===== config.mk =====
export PLATFORM = sky130hd
export DESIGN_NAME = nearest_blob_top_k_matcher
export DESIGN_NICKNAME = d
export VERILOG_FILES = /design/src/hw/rtl/nbm_pkg.sv /design/src/hw/rtl/nearest_blob_top_k_matcher.sv
export SDC_FILE = /design/constraint.sdc
export NUM_CORES = 2
export LEC_CHECK = 0
export ABC_CLOCK_PERIOD_IN_PS = 10890
export BUFFER_PORTS_ARGS = -buffer_cell sky130_fd_sc_hd__buf_2
export CAP_MARGIN = 10
export CORE_UTILIZATION = 35
export CTS_CLUSTER_DIAMETER = 50
export DETAILED_ROUTE_END_ITERATION = 7
export GPL_TIMING_DRIVEN = 0
export MAX_ROUTING_LAYER = met4
export SLEW_MARGIN = 0
export SYNTH_ARGS = -nofsm -noshare
export SYNTH_HDL_FRONTEND = slang
export SYNTH_SLANG_ARGS = --single-unit

===== constraint.sdc =====
create_clock -name clk_i -period 10.89 [get_ports clk_i]
set_input_delay 1.089 -clock clk_i [delete_from_list [all_inputs] [get_ports clk_i]]
set_output_delay 1.089 -clock clk_i [all_outputs]
set_load 0.02 [all_outputs]

===== src/hw/rtl/nbm_pkg.sv =====
`timescale 1ns / 1ps

package nbm_pkg;

  localparam int MaxMatches = 6;
  localparam int MaxBlobs   = 256;
  localparam int CoordBits  = 16;

  // fixed field widths of the ports
  localparam int FieldW = 16;
  localparam int DistW  = 33;
  localparam int IdxW   = 8;
  localparam int CfgIdxW = 2;

  localparam int CoordW = (CoordBits < FieldW) ? CoordBits : FieldW;
  localparam int CntW   = $clog2(MaxBlobs + 1);
  localparam int FillW  = $clog2(MaxMatches + 1);

  typedef enum logic [1:0] {
    OP_CLEAR  = 2'd0,
    OP_CAND   = 2'd1,
    OP_DELETE = 2'd2,
    OP_IDLE   = 2'd3
  } op_e;

  typedef enum logic [CfgIdxW-1:0] {
    CFG_TRACKED_X     = 2'd0,
    CFG_TRACKED_Y     = 2'd1,
    CFG_TRACKED_VALID = 2'd2,
    CFG_MAX_DIST      = 2'd3
  } cfg_idx_e;

endpackage


===== src/hw/rtl/nearest_blob_top_k_matcher.sv =====
`timescale 1ns / 1ps

// Keeps up to six candidates sorted by squared distance from the tracked point.
// An item is taken in every cycle (busy_o stays low) and each item gives exactly
// one result at the end of the pipeline, marked by done_o for one cycle: the
// pipeline is an input register, a stage with the two 16x16 squarers and their
// sum, and the list update with its six distance comparators. Results cannot be
// held off, so the receiver must take every done_o cycle. The list registers are
// updated in the last stage, so back-to-back items see each other's effect.
// Configuration writes are always ready and must only be made while no item is
// in flight.
module nearest_blob_top_k_matcher import nbm_pkg::*; (
  input  logic                clk_i,
  input  logic                rst_ni,
  input  logic                start_i,
  output logic                busy_o,
  input  logic [1:0]          op_i,
  input  logic [FieldW-1:0]   blob_x_i,
  input  logic [FieldW-1:0]   blob_y_i,
  input  logic                cfg_valid_i,
  output logic                cfg_ready_o,
  input  logic [CfgIdxW-1:0]  cfg_index_i,
  input  logic [DistW-1:0]    cfg_data_i,
  output logic                done_o,
  output logic                has_match_o,
  output logic signed [8:0]   first_index_o,
  output logic [DistW-1:0]    first_distance_o,
  output logic [2:0]          match_count_o,
  output logic                dropped_o
);

  logic                accept;

  // configuration
  logic [CoordW-1:0]   trk_x_q, trk_y_q;
  logic                trk_valid_q;
  logic [DistW-1:0]    max_dist_q;

  // candidate numbering
  logic [CntW-1:0]     cnt_q, cnt_d;
  logic                cnt_full;

  // stage 1
  logic                s1_valid_q;
  op_e                 s1_op_q;
  logic [CoordW-1:0]   s1_x_q, s1_y_q;
  logic [IdxW-1:0]     s1_num_q;
  logic                s1_first_q, s1_drop_q;

  // stage 2
  logic                s2_valid_q;
  op_e                 s2_op_q;
  logic [IdxW-1:0]     s2_num_q;
  logic                s2_first_q, s2_drop_q;
  logic [DistW-1:0]    s2_dist_q, s2_dist_d;
  logic [CoordW-1:0]   dx, dy;
  logic [2*CoordW-1:0] sq_x, sq_y;

  // sorted list
  logic [IdxW-1:0]     lst_idx_q [MaxMatches];
  logic [IdxW-1:0]     lst_idx_d [MaxMatches];
  logic [DistW-1:0]    lst_dist_q [MaxMatches];
  logic [DistW-1:0]    lst_dist_d [MaxMatches];
  logic [FillW-1:0]    fill_q, fill_d;
  logic [MaxMatches-1:0] after;
  logic                keep, ins_en;

  logic                done_q, drop_q;

  assign busy_o      = 1'b0;
  assign cfg_ready_o = 1'b1;
  assign accept      = start_i & ~busy_o;

  always_ff @(posedge clk_i or negedge rst_ni) begin
    if (!rst_ni) begin
      trk_x_q     <= '0;
      trk_y_q     <= '0;
      trk_valid_q <= 1'b0;
      max_dist_q  <= '0;
    end else if (cfg_valid_i && cfg_ready_o) begin
      unique case (cfg_idx_e'(cfg_index_i))
        CFG_TRACKED_X:     trk_x_q     <= cfg_data_i[CoordW-1:0];
        CFG_TRACKED_Y:     trk_y_q     <= cfg_data_i[CoordW-1:0];
        CFG_TRACKED_VALID: trk_valid_q <= cfg_data_i[0];
        CFG_MAX_DIST:      max_dist_q  <= cfg_data_i;
        default: ;
      endcase
    end
  end

  // numbering runs at the input, so it stays in item order
  assign cnt_full = (cnt_q >= CntW'(MaxBlobs));

  always_comb begin
    cnt_d = cnt_q;
    if (accept) begin
      case (op_e'(op_i))
        OP_CLEAR: cnt_d = '0;
        OP_CAND:  if (!cnt_full) cnt_d = cnt_q + CntW'(1);
        default: ;
      endcase
    end
  end

  always_ff @(posedge clk_i or negedge rst_ni) begin
    if (!rst_ni) begin
      cnt_q      <= '0;
      s1_valid_q <= 1'b0;
      s2_valid_q <= 1'b0;
      done_q     <= 1'b0;
    end else begin
      cnt_q      <= cnt_d;
      s1_valid_q <= accept;
      s2_valid_q <= s1_valid_q;
      done_q     <= s2_valid_q;
    end
  end

  always_ff @(posedge clk_i) begin
    if (accept) begin
      s1_op_q    <= op_e'(op_i);
      s1_x_q     <= blob_x_i[CoordW-1:0];
      s1_y_q     <= blob_y_i[CoordW-1:0];
      s1_num_q   <= IdxW'(cnt_q);
      s1_first_q <= (cnt_q == '0);
      s1_drop_q  <= (op_e'(op_i) == OP_CAND) && cnt_full;
    end
  end

  // squared distance, exact
  assign dx   = (s1_x_q >= trk_x_q) ? (s1_x_q - trk_x_q) : (trk_x_q - s1_x_q);
  assign dy   = (s1_y_q >= trk_y_q) ? (s1_y_q - trk_y_q) : (trk_y_q - s1_y_q);
  assign sq_x = dx * dx;
  assign sq_y = dy * dy;
  assign s2_dist_d = DistW'(sq_x) + DistW'(sq_y);

  always_ff @(posedge clk_i) begin
    if (s1_valid_q) begin
      s2_op_q    <= s1_op_q;
      s2_num_q   <= s1_num_q;
      s2_first_q <= s1_first_q;
      s2_drop_q  <= s1_drop_q;
      s2_dist_q  <= s2_dist_d;
    end
  end

  // after[i]: slot i lies at or behind the insert point (ties go behind)
  always_comb begin
    for (int i = 0; i < MaxMatches; i++) begin
      after[i] = (FillW'(i) >= fill_q) || (s2_dist_q < lst_dist_q[i]);
    end
  end

  assign keep   = trk_valid_q && (s2_op_q == OP_CAND) && !s2_drop_q &&
                  (s2_first_q || (s2_dist_q <= max_dist_q));
  assign ins_en = keep && after[MaxMatches-1];

  always_comb begin
    lst_idx_d  = lst_idx_q;
    lst_dist_d = lst_dist_q;
    fill_d     = fill_q;
    if (s2_valid_q) begin
      case (s2_op_q)
        OP_CLEAR: fill_d = '0;
        OP_CAND: begin
          if (ins_en) begin
            if (after[0]) begin
              lst_idx_d[0]  = s2_num_q;
              lst_dist_d[0] = s2_dist_q;
            end
            for (int i = 1; i < MaxMatches; i++) begin
              if (after[i]) begin
                if (after[i-1]) begin
                  lst_idx_d[i]  = lst_idx_q[i-1];
                  lst_dist_d[i] = lst_dist_q[i-1];
                end else begin
                  lst_idx_d[i]  = s2_num_q;
                  lst_dist_d[i] = s2_dist_q;
                end
              end
            end
            if (fill_q < FillW'(MaxMatches)) fill_d = fill_q + FillW'(1);
          end
        end
        OP_DELETE: begin
          if (fill_q != '0) begin
            for (int i = 0; i < MaxMatches - 1; i++) begin
              lst_idx_d[i]  = lst_idx_q[i+1];
              lst_dist_d[i] = lst_dist_q[i+1];
            end
            fill_d = fill_q - FillW'(1);
          end
        end
        default: ;
      endcase
    end
  end

  always_ff @(posedge clk_i or negedge rst_ni) begin
    if (!rst_ni) begin
      fill_q <= '0;
    end else begin
      fill_q <= fill_d;
    end
  end

  always_ff @(posedge clk_i) begin
    lst_idx_q  <= lst_idx_d;
    lst_dist_q <= lst_dist_d;
    if (s2_valid_q) drop_q <= s2_drop_q;
  end

  assign done_o           = done_q;
  assign dropped_o        = drop_q;
  assign has_match_o      = (fill_q != '0);
  assign match_count_o    = 3'(fill_q);
  assign first_index_o    = has_match_o ? $signed({1'b0, lst_idx_q[0]}) : '1;
  assign first_distance_o = has_match_o ? lst_dist_q[0] : '1;

endmodule


==> results.cfg <==
[run_status]
outcome = completed

[setup_path]
cp_slowest_cell = fa_1
crit_type = flip-flop to flip-flop
slowest_delay_ns = 0.54
crit_buf_inv = 9
rr_worst_depth = 36
r2r_end = s2_dist_q[24]
crit_top_cell = fa_1
worst_setup_path_start_kind = flip-flop
cp_top_family = adder cells
required_ns = 11.24
endpoint_kind = flip-flop
timing.rr.start = s1_x_q[0]
r2r_setup_slack_ns = 0.42
cp_data_arrival_time_ns = 10.82
crit_fanout = 10

[clocking]
clkTransAtPathRegs_ns = 0.06
cts_tree = built
cts-buffers-inserted = 50
root_buffer = clkbuf_16
cts_max_level = 2
clock_sinks = 417
worstSkewPairLatency_ns = 0.63
cts.path.max_buffers = 3
ctsHoldBuffers = 0

[synthesis]
ys.flop_type = edfxtp_1
ys_async_sr_fraction_pct = 19.42
synthCells = 4253
ys.warnings.count = 0
synth.cell_area_um2 = 42060
synth.net_count = 5205
synth_edf_count = 336
yosysUniqueCellTypes = 84
avgSynthCellArea_um2 = 9.890
ys_seq_area_share_pct = 28.81
synth-seq-cells = 417

[final_layout]
area_growth_syn_to_layout_pct = 11.92
drive_gt1_share_pct = 10.19
utilization_pct = 39.71
instances_no_fill = 6094
fin_nets = 5396

[timing]
clock_skew_ns = 0.03388
drv_slew = 0
worst-slew-pin-transition_ns = 1.161
fin_crit_ns = 10.47
finalHoldViolations = 0
period_share_pct = 96.19
slew_headroom_pct = 22.63
fmax_ghz = 0.09547
finalSetupViolations = 0

[flow_run]
drv_cap = 0

[global_route]
grt-ovfl-total = 0
track_usage_pct = 21.21
grt_max_degree = 62
grt_pass1_wl_um = 191400
first_global_vias = 32400
antenna_found_initial = 10

[floorplan]
die_area_um2 = 121600
rows = 126
coreArea_um2 = 118600
io_pins = 123
start_util_pct = 35.48
dieWidth_um = 348.7
fp.dieH_um = 348.7

[route]
routed_wl_um = 124500
drt_iter0_markers = 2353
drc = 0
antenna_left = 0
routedWlPerCell_um = 20.43
via_per_inst = 5.199
drtPass1Iterations = 5
vias = 31680

[min_path]
hold_class = input port to asynchronous set/reset pin

[placement]
gp_congestion = 0.9581
hpwlAfterDp_um = 102400
portBuffers = 120
dp_cells = 5987
## through the flow
step	cell area, um2	hold WS [ns]	setup TNS (ns)	setup WS, ns
6_report	47080	0.3723	0	0.4151
5_1_grt	47070	0.3692	-0.006549	-0.006549
4_1_cts	46820	0.3520	0	0.0003721
3_5_place_dp	45050	0.4045	-1.728	-0.4202
3_3_place_gp	44660	0.4015	-1.642	-0.4027
2_1_floorplan	42060	0.3966	0	1.225
## layer usage
metal	up-vias	track usage (%)	wire length (um)
met3	195	2.278	7209
li1	14660	-	-
met5	-	-	0
met1	15880	27.17	53030
met2	956	35.37	60160
met4	0	6.185	4073
## cell type report
| class | instances | area (um2) |
|---|---|---|
| antenna | 9 | 22.52 |
| buffer | 171 | 747.0 |
| clock buffer | 56 | 1295 |
| clock inverter | 37 | 387.9 |
| fill | 11870 | 71480 |
| inverter | 828 | 3114 |
| multi-input combinational | 2835 | 26430 |
| sequential | 417 | 12120 |
| tap | 1600 | 2002 |
| timing repair buffer | 141 | 963.4 |
## what timing repair did
item / 4_1_cts / 5_1_grt
setup buffers: 0 / 7
pin swaps: 0 / 6
cloned: 0 / 0
gates resized for setup: 15 / 54
endpoints found under the setup margin: 8 / 12
## worst max-delay path by stage
stage          slack (ns)  cells past startpoint            end      start
2_1_floorplan        1.23                     37  s2_dist_q[28]  s1_x_q[0]
3_3_place_gp        -0.40                     36  s2_dist_q[30]  s1_x_q[0]
3_5_place_dp        -0.42                     36  s2_dist_q[28]  s1_x_q[0]
4_1_cts            0.0004                     36  s2_dist_q[24]  s1_x_q[0]
5_1_grt            -0.007                     38  s2_dist_q[24]  s1_y_q[0]
6_report             0.42                     36  s2_dist_q[24]  s1_x_q[0]
## cell usage after synthesis, types with 7 or more instances
master / number / area (um2)
o21bai_1: 14 / 105.1
nand2_1: 354 / 1329
fa_1: 387 / 7747
buf_2: 26 / 130.1
o31ai_1: 138 / 1036
buf_4: 8 / 60.06
nand2b_1: 78 / 488.0
a21o_1: 110 / 825.8
dfrtp_1: 81 / 2027
or2_2: 22 / 137.6
o21a_1: 20 / 150.1
nand4_1: 47 / 294.0
nand3_1: 36 / 180.2
a21oi_1: 181 / 905.9
a211oi_1: 16 / 120.1
o21ai_0: 91 / 455.4
or3_1: 8 / 50.05
nor4_1: 7 / 43.79
nor3_1: 20 / 100.1
ha_1: 492 / 6156
a31oi_1: 7 / 43.79
xor2_1: 36 / 315.3
mux2i_1: 141 / 1411
clkbuf_1: 134 / 503.0
inv_1: 818 / 3070
o22ai_1: 38 / 237.7
mux2_2: 100 / 1126
edfxtp_1: 336 / 10090
nor2_1: 277 / 1040
o211ai_1: 16 / 120.1
and2_1: 8 / 50.05
a221oi_1: 43 / 376.6
xnor2_1: 42 / 367.9
nor2b_1: 14 / 87.58
## cells by family after synthesis
family                     count (synthesis)  share of synthesized area (%)
DFF                                      417                          28.81
AOI/OAI and AO/OA                        728                          11.59
and+or+nand+nor                          904                          9.650
xor gates and xnor gates                  80                          1.702
other                                      2                        0.01785
adders and majority gates                879                          33.05
muxes                                    242                          6.068
buffers and inverters                   1001                          9.108
## state kept, by name, indices dropped and copies added (netlist names)
signal,count
lst_dist_q,198
lst_idx_q,48
max_dist_q,33
s2_dist_q,33
s1_x_q,16
s1_y_q,16
trk_x_q,16
trk_y_q,16
cnt_q,9
s1_num_q,8
s2_num_q,8
match_count_o,3
s1_op_q,2
s2_op_q,2
done_o,1
dropped_o,1
s1_drop_q,1
s1_first_q,1
s1_valid_q,1
s2_drop_q,1
s2_first_q,1
s2_valid_q,1
trk_valid_q,1
## layout by cell type (no fill, tap or decap), types with 9 or more instances in the layout
master | synthesis | layout
o31ai_1 | 138 | 134
nand4_1 | 47 | 47
clkbuf_16 | 0 | 51
buf_2 | 26 | 141
nor3_1 | 20 | 19
xor2_1 | 36 | 30
nand2_1 | 354 | 354
o211ai_1 | 16 | 16
diode_2 | 0 | 9
clkbuf_1 | 134 | 129
a21oi_1 | 181 | 178
o21a_1 | 20 | 20
buf_4 | 8 | 17
mux2_2 | 100 | 100
o21ai_0 | 91 | 89
nand2b_1 | 78 | 78
edfxtp_1 | 336 | 336
ha_1 | 492 | 489
o22ai_1 | 38 | 38
nand3_1 | 36 | 35
fa_1 | 387 | 387
clkinv_2 | 0 | 13
or2_2 | 22 | 22
a211oi_1 | 16 | 15
mux2i_1 | 141 | 141
a221oi_1 | 43 | 43
nor2_1 | 277 | 275
inv_1 | 818 | 816
nor2b_1 | 14 | 14
o21bai_1 | 14 | 14
a21o_1 | 110 | 110
dfrtp_1 | 81 | 80
xnor2_1 | 42 | 34
Power is not shown: default switching activity piles up to over one toggle a cycle in this logic, so the estimate is an artifact.
